--- src/hw/rtl/fevag_pkg.sv ---
// Package for the frame energy voice activity gate.
// Holds register map, fixed-point constants and the back-end config bundle.
// No dependencies.
package fevag_pkg;

	localparam int unsigned REG_BYPASS   = 0;
	localparam int unsigned REG_FRAME    = 1;
	localparam int unsigned REG_MARGIN   = 2;
	localparam int unsigned REG_ALPHA    = 3;
	localparam int unsigned REG_MINSP    = 4;
	localparam int unsigned REG_MINSIL   = 5;
	localparam int unsigned REG_PREROLL  = 6;
	localparam int unsigned REG_POSTROLL = 7;

	localparam logic [2:0] ADDR_BYPASS   = 3'(REG_BYPASS);
	localparam logic [2:0] ADDR_FRAME    = 3'(REG_FRAME);
	localparam logic [2:0] ADDR_MARGIN   = 3'(REG_MARGIN);
	localparam logic [2:0] ADDR_ALPHA    = 3'(REG_ALPHA);
	localparam logic [2:0] ADDR_MINSP    = 3'(REG_MINSP);
	localparam logic [2:0] ADDR_MINSIL   = 3'(REG_MINSIL);
	localparam logic [2:0] ADDR_PREROLL  = 3'(REG_PREROLL);
	localparam logic [2:0] ADDR_POSTROLL = 3'(REG_POSTROLL);

	localparam logic signed [15:0] LEVEL_MIN   = -16'sd30720;
	localparam logic signed [15:0] FLOOR_RESET = -16'sd17920;
	localparam logic [9:0]  RUN_MAX   = 10'd1023;
	localparam logic [16:0] ALPHA_MIN = 17'd66;
	localparam logic [16:0] ALPHA_MAX = 17'd32768;
	localparam logic [17:0] DB_PER_LOG2 = 18'd197283;

	typedef struct packed {
		logic               bypass;
		logic signed [15:0] margin;
		logic [15:0]        alpha;
		logic [9:0]         min_speech;
		logic [9:0]         min_silence;
		logic [9:0]         preroll;
		logic [9:0]         postroll;
	} back_cfg_t;

endpackage

--- src/hw/rtl/fevag_fifo.sv ---
// Two-entry queue between the sample accumulator and the level/decision engine.
// Plain registers; no package dependency.
module fevag_fifo #(
	parameter int unsigned W = 56
) (
	input  logic         clk,
	input  logic         arst_n,
	input  logic         push,
	input  logic [W-1:0] push_data,
	output logic         full,
	input  logic         pop,
	output logic         not_empty,
	output logic [W-1:0] pop_data
);

	logic [W-1:0] mem_q [2];
	logic         wp_q, rp_q;
	logic [1:0]   cnt_q;

	assign full      = cnt_q == 2'd2;
	assign not_empty = cnt_q != 2'd0;
	assign pop_data  = mem_q[rp_q];

	always_ff @(posedge clk) begin
		if (push) mem_q[wp_q] <= push_data;
	end

	always_ff @(posedge clk or negedge arst_n) begin
		if (!arst_n) begin
			wp_q  <= 1'b0;
			rp_q  <= 1'b0;
			cnt_q <= 2'd0;
		end else begin
			if (push) wp_q <= ~wp_q;
			if (pop) rp_q <= ~rp_q;
			cnt_q <= cnt_q + 2'(push) - 2'(pop);
		end
	end

endmodule

--- src/hw/rtl/fevag_front.sv ---
// Front end: takes samples, sums squares, cuts frames and queues frame totals.
// Uses fevag_fifo.
module fevag_front #(
	parameter int unsigned MAX_FRAME_SAMPLES = 4096,
	parameter int unsigned CNTW = 13,
	parameter int unsigned SUMW = 43
) (
	input  logic                   clk,
	input  logic                   arst_n,
	input  logic [12:0]            frame_len,
	input  logic                   in_valid,
	output logic                   in_ready,
	input  logic signed [15:0]     in_sample,
	input  logic                   in_last,
	input  logic                   q_pop,
	output logic                   q_valid,
	output logic [SUMW+CNTW:0]     q_data
);

	localparam int unsigned FW = (CNTW > 13) ? CNTW : 13;
	localparam logic [FW-1:0] FMAX = FW'(MAX_FRAME_SAMPLES);

	logic [SUMW-1:0] sum_q, sum_nx;
	logic [CNTW-1:0] cnt_q, cnt_nx;
	logic [FW-1:0]   fs_raw, fs_eff;
	logic [31:0]     sq;
	logic            full, take, frame_end;

	assign fs_raw = FW'(frame_len);
	assign fs_eff = (fs_raw == '0) ? FW'(1) : ((fs_raw > FMAX) ? FMAX : fs_raw);

	assign sq        = 32'($signed(in_sample) * $signed(in_sample));
	assign sum_nx    = sum_q + SUMW'(sq);
	assign cnt_nx    = cnt_q + CNTW'(1);
	assign in_ready  = !full;
	assign take      = in_valid && in_ready;
	assign frame_end = (FW'(cnt_nx) >= fs_eff) || in_last;

	always_ff @(posedge clk or negedge arst_n) begin
		if (!arst_n) begin
			sum_q <= '0;
			cnt_q <= '0;
		end else if (take) begin
			sum_q <= frame_end ? '0 : sum_nx;
			cnt_q <= frame_end ? '0 : cnt_nx;
		end
	end

	fevag_fifo #(.W(SUMW + CNTW + 1)) u_q (
		.clk       (clk),
		.arst_n    (arst_n),
		.push      (take && frame_end),
		.push_data ({in_last, cnt_nx, sum_nx}),
		.full      (full),
		.pop       (q_pop),
		.not_empty (q_valid),
		.pop_data  (q_data)
	);

endmodule

--- src/hw/rtl/fevag_back.sv ---
// Back end: divide, log2, dB scaling, noise floor and speech state; drives results.
// Uses fevag_pkg.
module fevag_back #(
	parameter int unsigned FRAME_INDEX_BITS = 24,
	parameter int unsigned CNTW = 13,
	parameter int unsigned SUMW = 43,
	parameter int unsigned TDW = 96
) (
	input  logic                  clk,
	input  logic                  arst_n,
	input  fevag_pkg::back_cfg_t  cfg,
	input  logic                  q_valid,
	input  logic [SUMW+CNTW:0]    q_data,
	output logic                  q_pop,
	output logic                  m_tvalid,
	input  logic                  m_tready,
	output logic [TDW-1:0]        m_tdata,
	output logic                  m_tlast
);

	localparam int unsigned FIB = FRAME_INDEX_BITS;
	localparam int unsigned ITW = $clog2(SUMW);
	localparam logic [FIB-1:0] IDX_MAX = '1;
	localparam logic [38:0] DB_PER_LOG2_W = 39'(fevag_pkg::DB_PER_LOG2);

	localparam logic [3:0] ST_IDLE = 4'd0;
	localparam logic [3:0] ST_DIV  = 4'd1;
	localparam logic [3:0] ST_CHK  = 4'd2;
	localparam logic [3:0] ST_NORM = 4'd3;
	localparam logic [3:0] ST_SQR  = 4'd4;
	localparam logic [3:0] ST_NEG  = 4'd5;
	localparam logic [3:0] ST_LVL  = 4'd6;
	localparam logic [3:0] ST_DEC  = 4'd7;
	localparam logic [3:0] ST_UPD  = 4'd8;
	localparam logic [3:0] ST_OUT1 = 4'd9;
	localparam logic [3:0] ST_OUT2 = 4'd10;

	logic [3:0]        st_q;
	logic [ITW-1:0]    it_q;
	logic [SUMW-1:0]   quo_q;
	logic [CNTW-1:0]   rem_q, div_q;
	logic              last_q;
	logic [30:0]       m_q;
	logic [4:0]        k_q;
	logic [15:0]       f_q;
	logic [38:0]       lprod_q;
	logic signed [15:0] db_q;
	logic signed [34:0] fprod_q;

	logic [FIB-1:0]    frame_q, cand_q;
	logic signed [15:0] floor_q;
	logic              active_q;
	logic [9:0]        srun_q, sil_q;

	logic              now_q, sp_q, kv_q, flush_q, upd_q;
	logic [FIB-1:0]    first_q, fin_q;

	logic              ov_q, olast_q;
	logic [TDW-1:0]    od_q;

	logic [CNTW:0]     remw;
	logic              qbit;
	logic [61:0]       sqp;
	logic [20:0]       neg;
	logic [39:0]       magr;
	logic [15:0]       mag;
	logic [16:0]       alpha_c;
	logic [9:0]        minsp, minsil;
	logic signed [17:0] thr;
	logic signed [16:0] diff;
	logic [FIB:0]      fsum;
	logic [FIB-1:0]    fsat, f0;
	logic              out_free, fin_item;

	logic              d_now, d_active, d_valid, d_upd;
	logic [9:0]        d_srun, d_sil;
	logic [FIB-1:0]    d_cand, d_first, d_fin;

	assign remw = {rem_q, quo_q[SUMW-1]};
	assign qbit = remw >= {1'b0, div_q};
	assign sqp  = 62'(m_q) * 62'(m_q);
	assign neg  = {k_q, 16'd0} - 21'(f_q);
	assign magr = 40'(lprod_q) + 40'(24'h800000);
	assign mag  = magr[39:24];

	assign alpha_c = (17'(cfg.alpha) < fevag_pkg::ALPHA_MIN) ? fevag_pkg::ALPHA_MIN :
		((17'(cfg.alpha) > fevag_pkg::ALPHA_MAX) ? fevag_pkg::ALPHA_MAX : 17'(cfg.alpha));
	assign minsp  = (cfg.min_speech == '0) ? 10'd1 : cfg.min_speech;
	assign minsil = (cfg.min_silence == '0) ? 10'd1 : cfg.min_silence;
	assign thr    = 18'(floor_q) + 18'(cfg.margin);
	assign diff   = 17'(db_q) - 17'(floor_q);
	assign fsum   = {1'b0, frame_q} + (FIB+1)'(cfg.postroll);
	assign fsat   = fsum[FIB] ? IDX_MAX : fsum[FIB-1:0];
	assign f0     = (frame_q >= FIB'(cfg.postroll)) ? frame_q - FIB'(cfg.postroll) : '0;

	always_comb begin
		d_now    = 18'(db_q) > thr;
		d_active = active_q;
		d_srun   = srun_q;
		d_sil    = sil_q;
		d_cand   = cand_q;
		d_valid  = 1'b0;
		d_first  = '0;
		d_fin    = '0;
		d_upd    = 1'b0;
		if (cfg.bypass) begin
			d_now   = 1'b0;
			d_valid = 1'b1;
			d_first = frame_q;
			d_fin   = frame_q;
		end else if (d_now) begin
			if (srun_q == '0) d_cand = frame_q;
			if (srun_q < fevag_pkg::RUN_MAX) d_srun = srun_q + 10'd1;
			d_sil = '0;
			d_upd = db_q < floor_q;
			if (!active_q && d_srun >= minsp) begin
				d_active = 1'b1;
				d_valid  = 1'b1;
				d_first  = (d_cand >= FIB'(cfg.preroll)) ? d_cand - FIB'(cfg.preroll) : '0;
				d_fin    = frame_q;
			end else if (active_q) begin
				d_valid = 1'b1;
				d_first = frame_q;
				d_fin   = frame_q;
			end
		end else begin
			if (sil_q < fevag_pkg::RUN_MAX) d_sil = sil_q + 10'd1;
			d_srun = '0;
			d_upd  = 1'b1;
			if (active_q) begin
				d_valid = 1'b1;
				d_first = frame_q;
				d_fin   = frame_q;
				if (d_sil >= minsil) begin
					d_fin    = fsat;
					d_active = 1'b0;
					d_sil    = '0;
				end
			end
		end
	end

	assign out_free = !ov_q || m_tready;
	assign fin_item = (st_q == ST_OUT1 && out_free && !flush_q) ||
		(st_q == ST_OUT2 && out_free);
	assign q_pop    = (st_q == ST_IDLE) && q_valid;
	assign m_tvalid = ov_q;
	assign m_tdata  = od_q;
	assign m_tlast  = olast_q;

	always_ff @(posedge clk) begin
		case (st_q)
			ST_IDLE: begin
				quo_q  <= q_data[SUMW-1:0];
				div_q  <= q_data[SUMW+CNTW-1:SUMW];
				last_q <= q_data[SUMW+CNTW];
				rem_q  <= '0;
			end
			ST_DIV: begin
				rem_q <= qbit ? CNTW'(remw - {1'b0, div_q}) : remw[CNTW-1:0];
				quo_q <= {quo_q[SUMW-2:0], qbit};
			end
			ST_CHK: begin
				m_q <= {1'b0, quo_q[29:0]};
				k_q <= '0;
				f_q <= '0;
				if (quo_q == '0) db_q <= fevag_pkg::LEVEL_MIN;
				else db_q <= '0;
			end
			ST_NORM: begin
				if (!m_q[30]) begin
					m_q <= {m_q[29:0], 1'b0};
					k_q <= k_q + 5'd1;
				end
			end
			ST_SQR: begin
				m_q <= sqp[61] ? sqp[61:31] : sqp[60:30];
				f_q <= {f_q[14:0], sqp[61]};
			end
			ST_NEG: lprod_q <= 39'(neg) * DB_PER_LOG2_W;
			ST_LVL: db_q <= (mag > 16'd30720) ? fevag_pkg::LEVEL_MIN : -$signed(mag);
			ST_DEC: begin
				fprod_q <= 35'($signed({1'b0, alpha_c}) * diff);
				now_q   <= d_now;
				kv_q    <= d_valid;
				first_q <= d_first;
				fin_q   <= d_fin;
				upd_q   <= d_upd && !cfg.bypass;
				sp_q    <= cfg.bypass ? 1'b0 : d_active;
				flush_q <= last_q && !cfg.bypass && d_active;
			end
			default: ;
		endcase
		if (out_free && (st_q == ST_OUT1 || st_q == ST_OUT2)) begin
			if (st_q == ST_OUT1) begin
				od_q <= TDW'({fin_q, first_q, kv_q, sp_q, now_q, db_q, frame_q});
				olast_q <= last_q && !flush_q;
			end else begin
				od_q <= TDW'({frame_q, f0, 1'b1, sp_q, now_q, db_q, frame_q});
				olast_q <= 1'b1;
			end
		end
	end

	always_ff @(posedge clk or negedge arst_n) begin
		if (!arst_n) begin
			st_q     <= ST_IDLE;
			it_q     <= '0;
			ov_q     <= 1'b0;
			frame_q  <= '0;
			cand_q   <= '0;
			floor_q  <= fevag_pkg::FLOOR_RESET;
			active_q <= 1'b0;
			srun_q   <= '0;
			sil_q    <= '0;
		end else begin
			if (out_free && (st_q == ST_OUT1 || st_q == ST_OUT2)) ov_q <= 1'b1;
			else if (m_tready) ov_q <= 1'b0;
			case (st_q)
				ST_IDLE: begin
					if (q_valid) begin
						st_q <= ST_DIV;
						it_q <= ITW'(SUMW - 1);
					end
				end
				ST_DIV: begin
					it_q <= it_q - ITW'(1);
					if (it_q == '0) st_q <= ST_CHK;
				end
				ST_CHK: begin
					if (quo_q == '0 || quo_q[SUMW-1:30] != '0) st_q <= ST_DEC;
					else st_q <= ST_NORM;
				end
				ST_NORM: begin
					if (m_q[30]) begin
						st_q <= ST_SQR;
						it_q <= ITW'(15);
					end
				end
				ST_SQR: begin
					it_q <= it_q - ITW'(1);
					if (it_q == '0) st_q <= ST_NEG;
				end
				ST_NEG: st_q <= ST_LVL;
				ST_LVL: st_q <= ST_DEC;
				ST_DEC: begin
					if (!cfg.bypass) begin
						active_q <= d_active;
						srun_q   <= d_srun;
						sil_q    <= d_sil;
						cand_q   <= d_cand;
					end
					st_q <= ST_UPD;
				end
				ST_UPD: begin
					if (upd_q) floor_q <= floor_q + 16'((fprod_q + 35'sd32768) >>> 16);
					st_q <= ST_OUT1;
				end
				ST_OUT1: begin
					if (out_free) st_q <= flush_q ? ST_OUT2 : ST_IDLE;
				end
				ST_OUT2: begin
					if (out_free) st_q <= ST_IDLE;
				end
				default: st_q <= ST_IDLE;
			endcase
			if (fin_item) begin
				if (last_q) begin
					frame_q  <= '0;
					cand_q   <= '0;
					floor_q  <= fevag_pkg::FLOOR_RESET;
					active_q <= 1'b0;
					srun_q   <= '0;
					sil_q    <= '0;
				end else if (frame_q != IDX_MAX) begin
					frame_q <= frame_q + FIB'(1);
				end
			end
		end
	end

endmodule

--- src/hw/rtl/frame_energy_voice_activity_gate.sv ---
// Top level of the frame energy voice activity gate: register file and the
// front/back split. Uses fevag_pkg, fevag_front, fevag_back.
//
// Samples are taken one per cycle while the two-entry frame queue has room.
// Each frame is then worked out by the back end in a single sequencer: it is
// taken from the queue and its SUMW-bit total divided by the sample count by
// restoring division (SUMW = 30 + clog2(MAX_FRAME_SAMPLES+1), 43 at the defaults);
// the mean is range checked, normalised and put through 16 squaring steps of the
// log unit, then scaled and rounded, the decision is made, the floor updated and
// the result beat loaded. A frame whose mean is zero or full scale skips the log
// unit. A flush beat, when one follows, adds a state; result beats wait on m_tready.
// A frame yields one result beat; the final sample of a recording may add a
// second that flushes the post-roll.
module frame_energy_voice_activity_gate #(
	parameter int unsigned MAX_FRAME_SAMPLES = 4096,
	parameter int unsigned FRAME_INDEX_BITS  = 24
) (
	input  logic        clk,
	input  logic        arst_n,
	input  logic        psel,
	input  logic        penable,
	input  logic        pwrite,
	input  logic [4:0]  paddr,
	input  logic [31:0] pwdata,
	output logic [31:0] prdata,
	output logic        pready,
	input  logic        s_tvalid,
	output logic        s_tready,
	input  logic [15:0] s_tdata,   // sample
	input  logic        s_tlast,
	output logic        m_tvalid,
	input  logic        m_tready,
	// frame_index, level_db, frame_voiced, seg_active, keep_valid, keep_first, keep_final
	output logic [((3*FRAME_INDEX_BITS+19+7)/8)*8-1:0] m_tdata,
	output logic        m_tlast
);

	localparam int unsigned CNTW = $clog2(MAX_FRAME_SAMPLES + 1);
	localparam int unsigned SUMW = 30 + CNTW;
	localparam int unsigned TDW  = ((3*FRAME_INDEX_BITS+19+7)/8)*8;

	logic        bypass_q;
	logic [12:0] frame_q;
	logic [15:0] margin_q, alpha_q;
	logic [9:0]  minsp_q, minsil_q, pre_q, post_q;
	logic        wr;
	logic        q_valid, q_pop;
	logic [SUMW+CNTW:0] q_data;
	fevag_pkg::back_cfg_t cfg;

	assign pready = 1'b1;
	assign wr     = psel && penable && pwrite && pready;

	always_ff @(posedge clk or negedge arst_n) begin
		if (!arst_n) begin
			bypass_q <= 1'b0;
			frame_q  <= 13'd320;
			margin_q <= 16'd2560;
			alpha_q  <= 16'd1311;
			minsp_q  <= 10'd6;
			minsil_q <= 10'd23;
			pre_q    <= 10'd6;
			post_q   <= 10'd9;
		end else if (wr) begin
			case (paddr[4:2])
				fevag_pkg::ADDR_BYPASS:   bypass_q <= pwdata[0];
				fevag_pkg::ADDR_FRAME:    frame_q  <= pwdata[12:0];
				fevag_pkg::ADDR_MARGIN:   margin_q <= pwdata[15:0];
				fevag_pkg::ADDR_ALPHA:    alpha_q  <= pwdata[15:0];
				fevag_pkg::ADDR_MINSP:    minsp_q  <= pwdata[9:0];
				fevag_pkg::ADDR_MINSIL:   minsil_q <= pwdata[9:0];
				fevag_pkg::ADDR_PREROLL:  pre_q    <= pwdata[9:0];
				fevag_pkg::ADDR_POSTROLL: post_q   <= pwdata[9:0];
				default: ;
			endcase
		end
	end

	always_comb begin
		case (paddr[4:2])
			fevag_pkg::ADDR_BYPASS:   prdata = 32'(bypass_q);
			fevag_pkg::ADDR_FRAME:    prdata = 32'(frame_q);
			fevag_pkg::ADDR_MARGIN:   prdata = 32'(margin_q);
			fevag_pkg::ADDR_ALPHA:    prdata = 32'(alpha_q);
			fevag_pkg::ADDR_MINSP:    prdata = 32'(minsp_q);
			fevag_pkg::ADDR_MINSIL:   prdata = 32'(minsil_q);
			fevag_pkg::ADDR_PREROLL:  prdata = 32'(pre_q);
			fevag_pkg::ADDR_POSTROLL: prdata = 32'(post_q);
			default:                  prdata = '0;
		endcase
	end

	assign cfg.bypass      = bypass_q;
	assign cfg.margin      = $signed(margin_q);
	assign cfg.alpha       = alpha_q;
	assign cfg.min_speech  = minsp_q;
	assign cfg.min_silence = minsil_q;
	assign cfg.preroll     = pre_q;
	assign cfg.postroll    = post_q;

	fevag_front #(
		.MAX_FRAME_SAMPLES (MAX_FRAME_SAMPLES),
		.CNTW              (CNTW),
		.SUMW              (SUMW)
	) u_front (
		.clk       (clk),
		.arst_n    (arst_n),
		.frame_len (frame_q),
		.in_valid  (s_tvalid),
		.in_ready  (s_tready),
		.in_sample ($signed(s_tdata)),
		.in_last   (s_tlast),
		.q_pop     (q_pop),
		.q_valid   (q_valid),
		.q_data    (q_data)
	);

	fevag_back #(
		.FRAME_INDEX_BITS (FRAME_INDEX_BITS),
		.CNTW             (CNTW),
		.SUMW             (SUMW),
		.TDW              (TDW)
	) u_back (
		.clk      (clk),
		.arst_n   (arst_n),
		.cfg      (cfg),
		.q_valid  (q_valid),
		.q_data   (q_data),
		.q_pop    (q_pop),
		.m_tvalid (m_tvalid),
		.m_tready (m_tready),
		.m_tdata  (m_tdata),
		.m_tlast  (m_tlast)
	);

endmodule

--- config.mk ---
export PLATFORM = sky130hd
export DESIGN_NAME = frame_energy_voice_activity_gate
export DESIGN_NICKNAME = d
export VERILOG_FILES = /design/src/hw/rtl/fevag_pkg.sv /design/src/hw/rtl/fevag_fifo.sv /design/src/hw/rtl/fevag_front.sv /design/src/hw/rtl/fevag_back.sv /design/src/hw/rtl/frame_energy_voice_activity_gate.sv
export SDC_FILE = /design/constraint.sdc
export NUM_CORES = 2
export LEC_CHECK = 0
export ABC_AREA = 1
export BUFFER_PORTS_ARGS = -buffer_cell sky130_fd_sc_hd__buf_2
export CORE_ASPECT_RATIO = 0.6
export CORE_MARGIN = 5
export CORE_UTILIZATION = 50
export CTS_CLUSTER_DIAMETER = 100
export CTS_CLUSTER_SIZE = 30
export DETAILED_ROUTE_END_ITERATION = 10
export GPL_TIMING_DRIVEN = 0
export PLACE_DENSITY_LB_ADDON = 0.2
export SLEW_MARGIN = 20
export SYNTH_ARGS = -nofsm -noshare
export SYNTH_HDL_FRONTEND = slang
export SYNTH_HIERARCHICAL = 1
export SYNTH_SLANG_ARGS = --single-unit
export TNS_END_PERCENT = 20
--- constraint.sdc ---
create_clock -name clk -period 7 [get_ports clk]
set_input_delay 1.4 -clock clk [delete_from_list [all_inputs] [get_ports clk]]
set_output_delay 1.4 -clock clk [all_outputs]
set_load 0.01 [all_outputs]
==> flow_summary.json <==
{
  "synth_seq_area_share_pct": 19.9,
  "avgRoutedWirePerCell_microns": 23.0,
  "synth_top_cells_by_count": "3083 x sky130_fd_sc_hd__inv_1, 2921 x sky130_fd_sc_hd__nand2_1, 1279 x sky130_fd_sc_hd__fa_1",
  "max_stage_delay_cell_worst_path": "sky130_fd_sc_hd__fa_2",
  "setup_violations": 136,
  "slew_viols_final": 0,
  "cts.root.buffer_cell": "sky130_fd_sc_hd__clkbuf_16",
  "synth.mux.area_fraction_pct": 0.0210,
  "worst_ep_arrival_time_ps": 8170,
  "grt_max_degree": 88,
  "top_cell_type_by_total_area_after_synthesis": "sky130_fd_sc_hd__fa_1",
  "whs_path_depth": 0,
  "remaining_routing_drc_violations": 0,
  "synth_seq_cells": 672,
  "max_cap_viol_count": 0,
  "fp.dieH_microns": 348,
  "grt_setup_unrepaired": "yes",
  "clock_input_transition_at_the_sequential_cells_of_the_worst_setup_and_hold_paths_ps": 110,
  "post-route-min-period_ps": 7800,
  "smallest_setup_slack_after_layout_ps": -797,
  "track_usage_pct": 34.1,
  "ant_nets": 0,
  "place_hpwl_mm": 288,
  "clock_skew_ps": 87.3,
  "first_global_vias": 80636,
  "hold_removal_path_class": "reg -> reg",
  "critical-path-top-cell-by-count": "sky130_fd_sc_hd__fa_1",
  "status": "finished, violations left",
  "first_iter_violations": 10094,
  "failing_checks": "setup timing",
  "cp.buffers_inverters": 9,
  "rr_worst_depth": 31,
  "path_delay_family": "adder cells",
  "postSynthCellCount": 12042,
  "detail_route.vias_per_cell": 5.50,
  "clk_path_buf_depth": 3,
  "number_of_nets_at_the_end_of_the_flow": 14753,
  "post_synth.cell_area_avg_sq_um": 7.92,
  "tritoncts": "built",
  "max_freq_ghz": 0.128,
  "antenna_found_initial": 16,
  "total_number_of_clock_tree_sinks": 672,
  "timing.hold.ws_ps": 432,
  "syn_area_sq_um": 95400,
  "depth_of_the_critical_timing_path_with_buffers_and_inverters_included": 31,
  "final.setup.tns_ps": -62680,
  "path_class": "reg -> reg",
  "synth.most_common_cell": "sky130_fd_sc_hd__inv_1",
  "area_growth_pct": 16.4,
  "synth_top_family_by_area": "adder cells",
  "total_cts_buffers": 34,
  "global_route_wire_length_before_repair_mm": 513,
  "num_vias": 83175,
  "synth_adder_area_share_pct": 37.7,
  "post_synth_and_or_nand_nor_area_fraction_pct": 19.8,
  "count_of_flip_flops_with_a_built_in_enable_after_synthesis": 430,
  "yosys-top-cells-area": "sky130_fd_sc_hd__fa_1 27%, sky130_fd_sc_hd__edfxtp_1 14%, sky130_fd_sc_hd__inv_1 12%",
  "startpoint_type": "flip-flop",
  "row_count": 124,
  "max_slew.worst_pin.slew_ps": 1140,
  "yosys.cell_types.count": 65,
  "ys_async_rst_share_pct": 36.0,
  "worst-endpoint-required_ps": 7370,
  "synth_compound_area_share_pct": 6.03,
  "postCtsHoldBufs": 0,
  "numPortBuffers": 144,
  "synthDominantCellAreaShare_pct": 26.8,
  "yosys.area_share.xor_xnor_pct": 2.55,
  "grt_overflow_total": 0,
  "floorplan.initialDensity_pct": 50.2,
  "final_min_period_over_clock_period_pct": 111,
  "synth_warnings": 6,
  "wl_mm": 348,
  "drt_first_pass_iters": 6,
  "die_w_microns": 574,
  "area_inside_the_core_boundary_sq_um": 190000,
  "h_tree_depth": 2,
  "path_max_fanout": 7,
  "floorplan.die_area_sq_um": 200000,
  "drive_gt1_share_pct": 16.4,
  "synth_ff_type": "sky130_fd_sc_hd__edfxtp_1",
  "timing.slew.headroom_pct": 23.8,
  "worstSkewPairLatency_ps": 720,
  "design.portCount": 193,
  "gp_congestion": 1.06,
  "finalHoldViolCount": 0,
  "critical_path.max_stage_delay_ps": 590,
  "cp-end-kind": "flip-flop"
}
[stage by stage]
stage | std cells | setup slack (ps) | util (%) | cell area [sq um]
5_1_grt | 15128 | -899 | 58.4 | 111000
2_1_floorplan | 12061 | -548 | - | 95900
3_5_place_dp | 14736 | -2610 | 52.7 | 100000
4_1_cts | 14974 | -631 | 56.4 | 107000
3_3_place_gp | 14725 | -2610 | 52.5 | 99800
6_report | 15136 | -797 | 58.4 | 111000
[final cells by class]
type	instances	area (sq um)
clock buffer	44	898
fill	17044	79000
sequential	672	19000
multi-input combinational	7953	68600
tap	2520	3150
timing repair buffer	495	3980
antenna	9	22.5
buffer	313	3300
inverter	3114	11800
clock inverter	16	279
[layer usage]
metal | share of wire, % | vias to the layer above | track usage (%)
met2 | 37 | 4728 | 43.2
li1 | - | 37310 | -
met5 | 0.11 | - | 0.516
met4 | 2.1 | 12 | 5.83
met1 | 46 | 40676 | 54.3
met3 | 15 | 449 | 13.5
[cells in the final DEF, fill, tap and decap left out, types with 99 or more instances in the layout]
cell type	instances
sky130_fd_sc_hd__edfxtp_1	430
sky130_fd_sc_hd__nand2_1	2626
sky130_fd_sc_hd__nand2_4	99
sky130_fd_sc_hd__inv_2	122
sky130_fd_sc_hd__fa_1	1192
sky130_fd_sc_hd__a21oi_1	287
sky130_fd_sc_hd__inv_1	2972
sky130_fd_sc_hd__nor2_1	614
sky130_fd_sc_hd__dfrtp_1	208
sky130_fd_sc_hd__o21ai_0	352
sky130_fd_sc_hd__nand3_1	320
sky130_fd_sc_hd__xor2_1	171
sky130_fd_sc_hd__nand2_2	269
sky130_fd_sc_hd__buf_4	331
sky130_fd_sc_hd__ha_1	728
sky130_fd_sc_hd__buf_2	170
sky130_fd_sc_hd__nand4_1	137
[worst paths after layout]
path / slack (ps) / from / endpoint
max: -800 / u_back/m_q[11] / u_back/m_q[19]
min: 430 / u_back/now_q / u_back/m_tdata[40]
max reg2reg: -800 / u_back/m_q[11] / u_back/m_q[19]
min reg2reg: 430 / u_back/now_q / u_back/m_tdata[40]
max in group asynchronous: 5200 / arst_n / u_front/sum_q[23]
min in group asynchronous: 640 / arst_n / margin_q[12]
[cells by family (layout without fill, tap and decap cells)]
group,after synthesis,after routing
compound gates,1004,1004
xor+xnor,274,274
fa+ha+maj,2109,2109
buf+inv,3436,3982
flops,672,672
mux,2,2
other cells,3,31
simple gates,4542,4542
[sequential cells by signal, indices dropped and copies added (netlist names), 17 cells and up]
name and cells:
u_front/u_q/mem_q 114, u_back/m_tdata 91, u_back/quo_q 43, u_front/sum_q 43, u_back/m_q 31, u_back/cand_q 24, u_back/fin_q 24, u_back/first_q 24
u_back/frame_q 24, u_back/fprod_q 17
[what timing repair did]
action                                  in CTS  in global routing
cloned                                       7                  2
setup buffers                              176                158
endpoints found under the setup margin     156                164
pin swaps                                  249                337
gates resized for setup                   1086                680
Power is left out: the tool's default activity adds up to more than one toggle a clock period on the data nets, which glitch-free logic cannot reach.
